## src/sv/four_lane_dot_product_core_macros.svh

```systemverilog
// ----------------------------------------------------------------------------
// Assertion macros for the four-lane dot product core
// Shared property wrappers, clocked on clk and disabled during rst.
// ----------------------------------------------------------------------------
`ifndef FOUR_LANE_DOT_PRODUCT_CORE_MACROS_SVH
`define FOUR_LANE_DOT_PRODUCT_CORE_MACROS_SVH

// same-cycle implication
`define FLDP_ASSERT_IMP(label, pre, post) \
  label: assert property (@(posedge clk) disable iff (rst) (pre) |-> (post)) \
    else $error("fldp same-cycle check failed");

// next-cycle implication
`define FLDP_ASSERT_NXT(label, pre, post) \
  label: assert property (@(posedge clk) disable iff (rst) (pre) |=> (post)) \
    else $error("fldp next-cycle check failed");

`endif

```

## src/sv/fldp_pkg.sv

```systemverilog
// ----------------------------------------------------------------------------
// fldp_pkg
// Widths, types and limits shared by the four-lane dot product core.
// ----------------------------------------------------------------------------
package fldp_pkg;

  localparam int LANES  = 4;
  localparam int OP_W   = 16;
  localparam int PROD_W = 2 * OP_W;
  localparam int TREE_W = PROD_W + $clog2(LANES);
  localparam int ACC_W  = 48;
  localparam int SUM_W  = ACC_W + 1;

  typedef logic signed [OP_W-1:0]   op_t;
  typedef logic signed [PROD_W-1:0] prod_t;
  typedef logic signed [TREE_W-1:0] tree_t;
  typedef logic signed [ACC_W-1:0]  acc_t;
  typedef logic signed [SUM_W-1:0]  wide_sum_t;

  localparam acc_t ACC_MAX = {1'b0, {(ACC_W-1){1'b1}}};
  localparam acc_t ACC_MIN = {1'b1, {(ACC_W-1){1'b0}}};

  typedef struct packed {
    logic  valid;
    logic  last;
    tree_t sum;
  } tree_word_t;

endpackage

```

## src/sv/fldp_ifs.sv

```systemverilog
// ----------------------------------------------------------------------------
// fldp channel interfaces
// Operand channel (four lane pairs plus end-of-vector flag) and result channel.
// ----------------------------------------------------------------------------
interface fldp_in_if;
  logic          valid;
  logic          ready;
  fldp_pkg::op_t a_lane0;
  fldp_pkg::op_t a_lane1;
  fldp_pkg::op_t a_lane2;
  fldp_pkg::op_t a_lane3;
  fldp_pkg::op_t b_lane0;
  fldp_pkg::op_t b_lane1;
  fldp_pkg::op_t b_lane2;
  fldp_pkg::op_t b_lane3;
  logic          last_group;

  modport source (
    output valid, a_lane0, a_lane1, a_lane2, a_lane3,
    output b_lane0, b_lane1, b_lane2, b_lane3, last_group,
    input  ready
  );
  modport sink (
    input  valid, a_lane0, a_lane1, a_lane2, a_lane3,
    input  b_lane0, b_lane1, b_lane2, b_lane3, last_group,
    output ready
  );
endinterface

interface fldp_out_if;
  logic           valid;
  logic           ready;
  fldp_pkg::acc_t dot_sum;
  logic           overflowed;

  modport source (output valid, dot_sum, overflowed, input ready);
  modport sink (input valid, dot_sum, overflowed, output ready);
endinterface

```

## src/sv/fldp_lane.sv

```systemverilog
// ----------------------------------------------------------------------------
// fldp_lane
// One multiply lane: registered signed Q8.8 x Q8.8 product in Q16.16.
// ----------------------------------------------------------------------------
module fldp_lane (
  input  logic            clk,
  input  logic            en,
  input  fldp_pkg::op_t   a,
  input  fldp_pkg::op_t   b,
  output fldp_pkg::prod_t prod
);

  always_ff @(posedge clk) begin
    if (en) begin
      prod <= a * b;
    end
  end

endmodule

```

## src/sv/fldp_merge.sv

```systemverilog
// ----------------------------------------------------------------------------
// fldp_merge
// Adder tree over the lane products, registered with the word's control bits.
// ----------------------------------------------------------------------------
module fldp_merge (
  input  logic                 clk,
  input  logic                 rst,
  input  logic                 en,
  input  logic                 prod_valid,
  input  logic                 prod_last,
  input  fldp_pkg::prod_t      prods [fldp_pkg::LANES],
  output fldp_pkg::tree_word_t word
);

  fldp_pkg::tree_t pair_lo;
  fldp_pkg::tree_t pair_hi;

  assign pair_lo = fldp_pkg::TREE_W'(prods[0]) + fldp_pkg::TREE_W'(prods[1]);
  assign pair_hi = fldp_pkg::TREE_W'(prods[2]) + fldp_pkg::TREE_W'(prods[3]);

  always_ff @(posedge clk) begin
    if (rst) begin
      word.valid <= 1'b0;
    end else if (en) begin
      word.valid <= prod_valid;
    end
    if (en) begin
      word.last <= prod_last;
      word.sum  <= pair_lo + pair_hi;
    end
  end

endmodule

```

## src/sv/fldp_acc.sv

```systemverilog
// ----------------------------------------------------------------------------
// fldp_acc
// Saturating 48-bit accumulator with overflow flag and result output register.
// ----------------------------------------------------------------------------
`include "four_lane_dot_product_core_macros.svh"

module fldp_acc (
  input  logic                 clk,
  input  logic                 rst,
  input  fldp_pkg::tree_word_t word,
  output logic                 stall,
  fldp_out_if.source           res
);

  fldp_pkg::acc_t      running_sum;
  logic                saturated_flag;
  fldp_pkg::wide_sum_t sum_full;
  fldp_pkg::acc_t      sum_sat;
  logic                sat_hit;
  logic                take;
  logic                take_last;
  logic                res_valid;

  assign stall     = word.valid & word.last & res_valid & ~res.ready;
  assign take      = word.valid & ~stall;
  assign take_last = take & word.last;

  assign sum_full = fldp_pkg::SUM_W'(running_sum) + fldp_pkg::SUM_W'(word.sum);
  assign sat_hit  = sum_full[fldp_pkg::SUM_W-1] != sum_full[fldp_pkg::ACC_W-1];

  always_comb begin
    if (!sat_hit) begin
      sum_sat = sum_full[fldp_pkg::ACC_W-1:0];
    end else if (sum_full[fldp_pkg::SUM_W-1]) begin
      sum_sat = fldp_pkg::ACC_MIN;
    end else begin
      sum_sat = fldp_pkg::ACC_MAX;
    end
  end

  // accumulate, clear at end of vector
  always_ff @(posedge clk) begin
    if (rst) begin
      running_sum    <= '0;
      saturated_flag <= 1'b0;
    end else if (take_last) begin
      running_sum    <= '0;
      saturated_flag <= 1'b0;
    end else if (take) begin
      running_sum    <= sum_sat;
      saturated_flag <= saturated_flag | sat_hit;
    end
  end

  always_ff @(posedge clk) begin
    if (rst) begin
      res_valid <= 1'b0;
    end else if (take_last) begin
      res_valid <= 1'b1;
    end else if (res.ready) begin
      res_valid <= 1'b0;
    end
  end

  always_ff @(posedge clk) begin
    if (take_last) begin
      res.dot_sum    <= sum_sat;
      res.overflowed <= saturated_flag | sat_hit;
    end
  end

  assign res.valid = res_valid;

  `FLDP_ASSERT_NXT(a_clear_after_last, take_last, running_sum == '0 && !saturated_flag)
  `FLDP_ASSERT_NXT(a_result_loaded, take_last, res_valid)
  `FLDP_ASSERT_NXT(a_flag_on_clamp, take && !word.last && sat_hit, saturated_flag)
  `FLDP_ASSERT_IMP(a_stall_only_full, stall, res_valid && word.valid)

endmodule

```

## src/sv/four_lane_dot_product_core.sv

```systemverilog
// ----------------------------------------------------------------------------
// four_lane_dot_product_core
// Streaming four-lane multiply-accumulate dot product, signed Q8.8 in,
// saturated signed Q32.16 out.
//
// ops carries one group per word: four a/b lane pairs and last_group. A vector
// is one or more words, the final one flagged last_group; a short tail group
// has its unused lanes at zero. res carries one word per vector: dot_sum and
// overflowed, set when the 48-bit accumulator clamped in that vector.
// Throughput is one group per cycle while the pipeline is not stalled; the
// only cross-word dependency is the single accumulator add.
// The multiply lanes load at the accepting edge, then the adder tree register,
// then the accumulator and the result register; res.valid is set by the
// accumulator stage when it takes the last group of a vector.
// Reset clears the pipeline valid bits, the accumulator and the overflow flag.
// A stalled receiver holds the result register; groups keep flowing until a
// second finished vector reaches the accumulator, which then holds the whole
// pipeline and drops ops.ready until res is taken.
// ----------------------------------------------------------------------------
module four_lane_dot_product_core (
  input  logic       clk,
  input  logic       rst,
  fldp_in_if.sink    ops,
  fldp_out_if.source res
);

  fldp_pkg::op_t        a_arr [fldp_pkg::LANES];
  fldp_pkg::op_t        b_arr [fldp_pkg::LANES];
  fldp_pkg::prod_t      prods [fldp_pkg::LANES];
  fldp_pkg::tree_word_t word;
  logic                 stall;
  logic                 advance;
  logic                 prod_valid;
  logic                 prod_last;

  assign a_arr[0] = ops.a_lane0;
  assign a_arr[1] = ops.a_lane1;
  assign a_arr[2] = ops.a_lane2;
  assign a_arr[3] = ops.a_lane3;
  assign b_arr[0] = ops.b_lane0;
  assign b_arr[1] = ops.b_lane1;
  assign b_arr[2] = ops.b_lane2;
  assign b_arr[3] = ops.b_lane3;

  assign advance   = ~stall;
  assign ops.ready = advance;

  always_ff @(posedge clk) begin
    if (rst) begin
      prod_valid <= 1'b0;
    end else if (advance) begin
      prod_valid <= ops.valid;
    end
  end

  always_ff @(posedge clk) begin
    if (advance) begin
      prod_last <= ops.last_group;
    end
  end

  for (genvar i = 0; i < fldp_pkg::LANES; i++) begin : g_lane
    fldp_lane u_lane (
      .clk  (clk),
      .en   (advance),
      .a    (a_arr[i]),
      .b    (b_arr[i]),
      .prod (prods[i])
    );
  end

  fldp_merge u_merge (
    .clk        (clk),
    .rst        (rst),
    .en         (advance),
    .prod_valid (prod_valid),
    .prod_last  (prod_last),
    .prods      (prods),
    .word       (word)
  );

  fldp_acc u_acc (
    .clk   (clk),
    .rst   (rst),
    .word  (word),
    .stall (stall),
    .res   (res)
  );

endmodule
```

## src/flat_wrapper.sv

```systemverilog
// flat-port wrapper written by rule: the top's interface ports become plain ports
module four_lane_dot_product_core_flat 
  (clk, rst, ops_valid, ops_a_lane0, ops_a_lane1, ops_a_lane2, ops_a_lane3, ops_b_lane0, ops_b_lane1, ops_b_lane2, ops_b_lane3, ops_last_group, ops_ready, res_valid, res_dot_sum, res_overflowed, res_ready);
  fldp_in_if ops_i ();
  fldp_out_if res_i ();
  input  logic clk;
  input  logic rst;
  input wire logic [$bits(ops_i.valid)-1:0] ops_valid;
  input wire logic [$bits(ops_i.a_lane0)-1:0] ops_a_lane0;
  input wire logic [$bits(ops_i.a_lane1)-1:0] ops_a_lane1;
  input wire logic [$bits(ops_i.a_lane2)-1:0] ops_a_lane2;
  input wire logic [$bits(ops_i.a_lane3)-1:0] ops_a_lane3;
  input wire logic [$bits(ops_i.b_lane0)-1:0] ops_b_lane0;
  input wire logic [$bits(ops_i.b_lane1)-1:0] ops_b_lane1;
  input wire logic [$bits(ops_i.b_lane2)-1:0] ops_b_lane2;
  input wire logic [$bits(ops_i.b_lane3)-1:0] ops_b_lane3;
  input wire logic [$bits(ops_i.last_group)-1:0] ops_last_group;
  output wire logic [$bits(ops_i.ready)-1:0] ops_ready;
  output wire logic [$bits(res_i.valid)-1:0] res_valid;
  output wire logic [$bits(res_i.dot_sum)-1:0] res_dot_sum;
  output wire logic [$bits(res_i.overflowed)-1:0] res_overflowed;
  input wire logic [$bits(res_i.ready)-1:0] res_ready;
  assign ops_i.valid = ops_valid;
  assign ops_i.a_lane0 = ops_a_lane0;
  assign ops_i.a_lane1 = ops_a_lane1;
  assign ops_i.a_lane2 = ops_a_lane2;
  assign ops_i.a_lane3 = ops_a_lane3;
  assign ops_i.b_lane0 = ops_b_lane0;
  assign ops_i.b_lane1 = ops_b_lane1;
  assign ops_i.b_lane2 = ops_b_lane2;
  assign ops_i.b_lane3 = ops_b_lane3;
  assign ops_i.last_group = ops_last_group;
  assign ops_ready = ops_i.ready;
  assign res_valid = res_i.valid;
  assign res_dot_sum = res_i.dot_sum;
  assign res_overflowed = res_i.overflowed;
  assign res_i.ready = res_ready;
  four_lane_dot_product_core u_core (.clk(clk), .rst(rst), .ops(ops_i), .res(res_i));
endmodule
```

## config.mk

```make
export PLATFORM = sky130hd
export DESIGN_NAME = four_lane_dot_product_core_flat
export DESIGN_NICKNAME = d
export VERILOG_FILES = /design/src/sv/fldp_pkg.sv /design/src/sv/fldp_ifs.sv /design/src/sv/fldp_lane.sv /design/src/sv/fldp_merge.sv /design/src/sv/fldp_acc.sv /design/src/sv/four_lane_dot_product_core.sv /design/src/flat_wrapper.sv
export VERILOG_INCLUDE_DIRS = /design/src /design/src/sv
export SDC_FILE = /design/constraint.sdc
export NUM_CORES = 2
export LEC_CHECK = 0
export BUFFER_PORTS_ARGS = -buffer_cell sky130_fd_sc_hd__buf_2
export CAP_MARGIN = 10
export CELL_PAD_IN_SITES_DETAIL_PLACEMENT = 0
export CELL_PAD_IN_SITES_GLOBAL_PLACEMENT = 1
export CORE_MARGIN = 1.5
export CORE_UTILIZATION = 25
export DETAILED_ROUTE_END_ITERATION = 8
export GPL_ROUTABILITY_DRIVEN = 0
export PLACE_DENSITY = 0.46
export SLEW_MARGIN = 25
export SYNTH_ARGS = -nofsm -noshare
export SYNTH_HDL_FRONTEND = slang
export SYNTH_SLANG_ARGS = --single-unit
```

## constraint.sdc

```tcl
create_clock -name clk -period 12.1 [get_ports clk]
set_clock_uncertainty 0.05 [all_clocks]
set_input_delay 0 -clock clk [delete_from_list [all_inputs] [get_ports clk]]
set_output_delay 0 -clock clk [all_outputs]
set_load 0.01 [all_outputs]
```

---- Word level (Yosys, flattened, before mapping) ----
Cells that the tools add are included.
Widths: inputs -> output; s select.
storage, ports and cells
  bits in registers ....................... 265
cells by class
  add/subtract/negate cells ............... 4
  multiply operators ...................... 4
  equal/unequal tests ..................... 1
  muxes and demuxes ....................... 4
  bitwise logic cells ..................... 8
  reduce and logical (&&, ||, !) cells .... 2
operators by type and width
  operator           number
  $mul 16x16->32     4
  $mux 48            2
  $add 32x32->33     2
  $add 48x34->49     1
  $add 33x33->34     1
  $and 1x1->1        5
  $mux 1             2
  $not 1->1          2
  $reduce_bool 2->1  1
  $reduce_or 2->1    1
  $ne 1x1->1         1
  $or 1x1->1         1

---- Longest topological paths before layout ----
  depth in word-level cells ............... 7
  gate-level depth with buffers ........... 25
  depth with buffers taken out ............ 23

---- Hierarchy ----
A second synthesis with hierarchy kept.
second synthesis, totals
  cell total of the unflattened synthesis .. 5811
  area total of the unflattened synthesis .. 55396.9 µm²
modules (own cells, without submodules)
  module                                    instances  cells each  area each (µm²)
  fldp_lane at u_core.g_lane[1].u_lane ...  2          1139        10981.8
  fldp_lane at u_core.g_lane[0].u_lane      1          1141        10935.5
  fldp_lane at u_core.g_lane[3].u_lane      1          1109        10785.3
  fldp_acc                                  1          754         6741.5
  fldp_merge                                1          524         4903.5
  four_lane_dot_product_core                1          5           67.6

---- Least setup slack after synthesis ----
No wires, ideal clock.
  path kind ............................... register to register
  from .................................... register u_core.u_acc.res_valid (netlist: u_core.u_acc.res.valid)
  to ...................................... register u_core.u_acc.running_sum[10]
  setup time .............................. 0.059 ns
  arrival ................................. 6.745 ns
  data required time ...................... 11.991 ns
  slack ................................... 5.247 ns
  stages on the path, launching flop included .. 6
  cells stage by stage .................... dfxtp_1 > nor2b_1 > nand3_1 > nand2_1 > clkbuf_1 > o21ba_1
on the way
  word-level cells in the longest chain between the ends .. 6
RTL lines
  item                              RTL line            source
  from (decl)                       fldp_acc.sv:22      logic res_valid;
  from (signal assigned)            fldp_acc.sv:57      res_valid <= 1'b0;
  from (signal assigned)            fldp_acc.sv:59      res_valid <= 1'b1;
  from (signal assigned)            fldp_acc.sv:61      res_valid <= 1'b0;
  $and 1x1->1 (*) (2 in a row)      fldp_acc.sv:24      assign stall = word.valid & word.last & res_valid & ~res.ready;
  $not 1->1 (*)                     n/a
  named net ops_ready               flat_wrapper.sv:18  output wire logic [$bits(ops_i.ready)-1:0] ops_ready;
  $and 1x1->1 (*)                   fldp_acc.sv:25      assign take = word.valid & ~stall;
  $and 1x1->1                       fldp_acc.sv:26      assign take_last = take & word.last;
  $reduce_or 2->1 (no source line)  n/a
  to (signal assigned)              fldp_acc.sv:50      running_sum <= sum_sat;
  to (decl)                         fldp_acc.sv:15      fldp_pkg::acc_t running_sum;
Mark *: on every way through the listed nets, which the timed path passes. The rest lies on a longest branch.
A chain may end at the register's enable or synchronous reset.

---- Worst setup path in the final report ----
  from .................................... input ops_a_lane2[0]
  to ...................................... register u_core.g_lane[2].u_lane.prod[30] (data pin)
on the way
  word-level cells in the longest chain between the ends .. 1
RTL lines
  item                  RTL line            source
  from (decl)           flat_wrapper.sv:11  input wire logic [$bits(ops_i.a_lane2)-1:0] ops_a_lane2;
  $mul 16x16->32        fldp_lane.sv:15     prod <= a * b;
  to (signal assigned)  fldp_lane.sv:15
  to (decl)             fldp_lane.sv:10     output fldp_pkg::prod_t prod
No other way between the ends.

==> flow_metrics.tcl <==
set metrics [dict create \
    cts_buffers 30 \
    fillers 22810 \
    io_pins 184 \
    clockBufferDepth 3 \
    fin_crit_ps 6171 \
    antenna_cells 0 \
    worst_path_largest_cell_delay_ps 520 \
    clock-root-buffer "clkbuf_16" \
    postSynthCellCount 5463 \
    end_kind "flip-flop" \
    crit_chain "dlygate4sd3_1 > buf_2 > nand2b_1 > fa_1 > fa_1 > inv_1 > fa_1 > fa_1 > fa_1 > inv_1 > fa_1 > inv_1 > ha_1 > a21o_1 > a21o_1 > or3_1 > o311ai_4 > nor2_2 > or4_1 > a31o_1 > a21oi_2 > xnor2_1" \
    hold_violations 0 \
    routed_wl_um 153600 \
    postRouteAntennaNets 0 \
    cp_num_buf_inv 5 \
    hpwl_um 126800 \
    min_path_cells 2 \
    crit_top_cell "fa_1" \
    worst_slew_pin_slew_ps 990.4 \
    drc 14 \
    fin_crit_sh_pct 51.00 \
    ys_top_cells_by_area "fa_1 (42%), edfxtp_1 (12%), ha_1 (9.6%)" \
    cts.sinks 265 \
    cp_max_fo 16 \
    ys.flop_type "edfxtp_1" \
    setup_tns_ps 0 \
    clkTransAtPathRegs_ps 60 \
    finalMaxSlewViolations 0 \
    clk-insertion-delay-late_ps 610 \
    synth-seq-cells 265 \
    synth_seq_area_share_pct 13.92 \
    cp_slowest_cell "dlygate4sd3_1" \
    fmax_ghz 0.1620 \
    hold_path.class "in2reg" \
    yosys.area.top_type "fa_1" \
    num_vias 36100 \
    hold_start "ops_a_lane0[0]" \
    dieHeight_um 465.3 \
    syn-cell-area_um2 53430 \
    overflow 0 \
    nets 7181 \
    synthArstFlopShare_pct 0 \
    critical_path_class "in2reg" \
    required_ps 12410 \
    arrival_ps 6480 \
    syn2layout_area_growth_pct 9.177 \
    die_x_um 465.3 \
    antenna_found_initial 6 \
    synth_fp_nets 7119 \
    rsz0062_at_grt "no" \
    routedWlPerCell_um 18.35 \
    initial_utilization_pct 25.17 \
    rows 169 \
    hold_end "u_core.g_lane[0].u_lane.prod[0]" \
    viasPerCell 4.312 \
    cp-start-kind "input port" \
    crit_family "adder cells" \
    gr-usage-all-layers_pct 14.39 \
    rr_endpoint "u_core.u_merge.word[31]" \
    layout-drive-gt1-share_pct 5.515 \
    cts_resized 0 \
    synth_cell_type_count 81 \
    finalSetupViolCount 0 \
    yosysWarnings 0 \
    violations "design-rule violations" \
    grt_pass1_vias 40170 \
    first_pass_iters 9 \
    slew_headroom_pct 33.98 \
    yosysTopAreaCellShare_pct 41.74 \
    coreArea_um2 212300 \
    first_iter_violations 1654 \
    io_buffers 183 \
    ctsHtreeMaxLevel 1 \
    synth_edf_count 213 \
    max_cap_viol_count 0 \
    regToRegSetupSlack_ps 7020 \
    syn_avg_cell_area_um2 9.781 \
    grt_first_pass_wirelength_um 242000 \
    dieArea_um2 216500 \
    r2r_cells 15 \
    crit-reg2reg-launch "u_core.g_lane[2].u_lane.prod[1]" \
    cts_tree "built" \
    grt_max_degree 62 \
    status "finished with violations" \
]
-- flip-flops by register name, summed over array words and instances, names as in the netlist --
name	flops
u_core.g_lane.u_lane.prod	128
u_core.u_acc.res.dot_sum	48
u_core.u_acc.running_sum	48
u_core.u_merge.word	36
u_core.prod_last	1
u_core.prod_valid	1
u_core.u_acc.res.overflowed	1
u_core.u_acc.res.valid	1
u_core.u_acc.saturated_flag	1
-- cell type report --
cell class                      instances  area (um^2)  share of cell area [%]
Tap cell                             2821         3530                   6.050
Timing Repair Buffer                  201         1076                   1.844
Clock inverter                         25        251.5                  0.4311
Inverter                             1201         4508                   7.727
Sequential cell                       265         7437                   12.75
Multi-Input combinational cell       3826        40780                   69.91
Clock buffer                           31        754.5                   1.293
-- worst max path at each step --
stage,end,from,depth (start not counted),slack (ps)
finish,u_core.g_lane[2].u_lane.prod[30],ops_a_lane2[0],22,5930
global route,u_core.g_lane[1].u_lane.prod[30],ops_a_lane1[15],21,5600
CTS,u_core.g_lane[2].u_lane.prod[30],ops_a_lane2[0],22,5910
detailed placement,u_core.g_lane[1].u_lane.prod[30],ops_b_lane1[15],21,5330
global placement,u_core.g_lane[1].u_lane.prod[30],ops_b_lane1[15],21,5290
floorplan,u_core.u_acc.running_sum[10],u_core.u_acc.res.valid,5,5250
-- metrics by stage --
stage | instance area [um^2] | util [%] | cells | setup slack, ps | hold slack (ps)
3_5_place_dp | 57230 | 26.96 | 8304 | 5325 | 148.0
6_report | 58340 | 27.48 | 8370 | 5929 | 38.38
3_3_place_gp | 57230 | 26.96 | 8304 | 5286 | 148.7
5_1_grt | 58340 | 27.48 | 8370 | 5601 | 42.28
4_1_cts | 58340 | 27.48 | 8370 | 5911 | 1.492
2_1_floorplan | 53440 | - | 5463 | 5247 | 19.07
-- layout by cell type, fill, tap and decap left out, drive strengths merged, types with 24 or more instances in the layout --
cell type,count
xor2,52
nand3,43
xnor2,164
o21bai,30
ha,409
and2,512
a21oi,184
edfxtp,213
o21ba,31
nand2,566
clkbuf,31
o21a,25
o21ai,174
inv,1201
nor2,159
fa,1114
nand2b,37
a21o,75
nor3,27
a31oi,24
dfxtp,52
buf,191
-- worst register-to-register path, stage by stage, from the launching register on --
cell and delay, ps:
edfxtp_1 460, fa_1 500, fa_1 500, ha_1 180
inv_1 70, fa_1 460, nor2b_1 160, o31ai_1 120
a211oi_1 440, o21ai_1 260, o221ai_1 380, o41ai_2 130
o21ai_1 250, nor2b_1 340, o221ai_1 210, xnor2_1 340
-- Yosys cell counts, drive strengths merged (12+ instances only) --
cell,count
o21ba,31
a211oi,13
and3,13
nor2b,14
fa,1114
ha,409
a31oi,24
nand3,43
o21a,25
edfxtp,213
o21bai,30
nand4,18
and2,512
dfxtp,52
o211ai,12
clkbuf,158
or3,18
nand2,566
xnor2,164
inv,1201
nor2,159
o21ai,174
buf,13
xor2,52
a21oi,184
nor3,27
a21o,75
nand2b,37
-- cells by family after synthesis --
kind of cell | after synthesis | synth area share [%]
XOR/XNOR | 216 | 3.540
buffers and inverters | 1372 | 9.804
adder cells (fa/ha/maj) | 1523 | 51.31
flip-flops | 265 | 13.92
AO/OA/AOI/OAI | 655 | 8.118
AND/OR/NAND/NOR | 1428 | 13.22
multiplexers | 4 | 0.08429
-- timing repair --
item	in CTS	in global routing
endpoints found under the hold margin	10	0
setup buffers	0	0
hold buffers	10	0
-- metal layers --
| layer | wire length, um | global-route usage [%] |
|---|---|---|
| met1 | 74270 | 20.55 |
| met2 | 72350 | 24.18 |
| met3 | 4433 | 1.066 |
| met4 | 2488 | 2.149 |
| met5 | 10 | 0 |
Power is left out: the tool's default activity adds up to more than one toggle a clock period on the data nets, which glitch-free logic cannot reach.
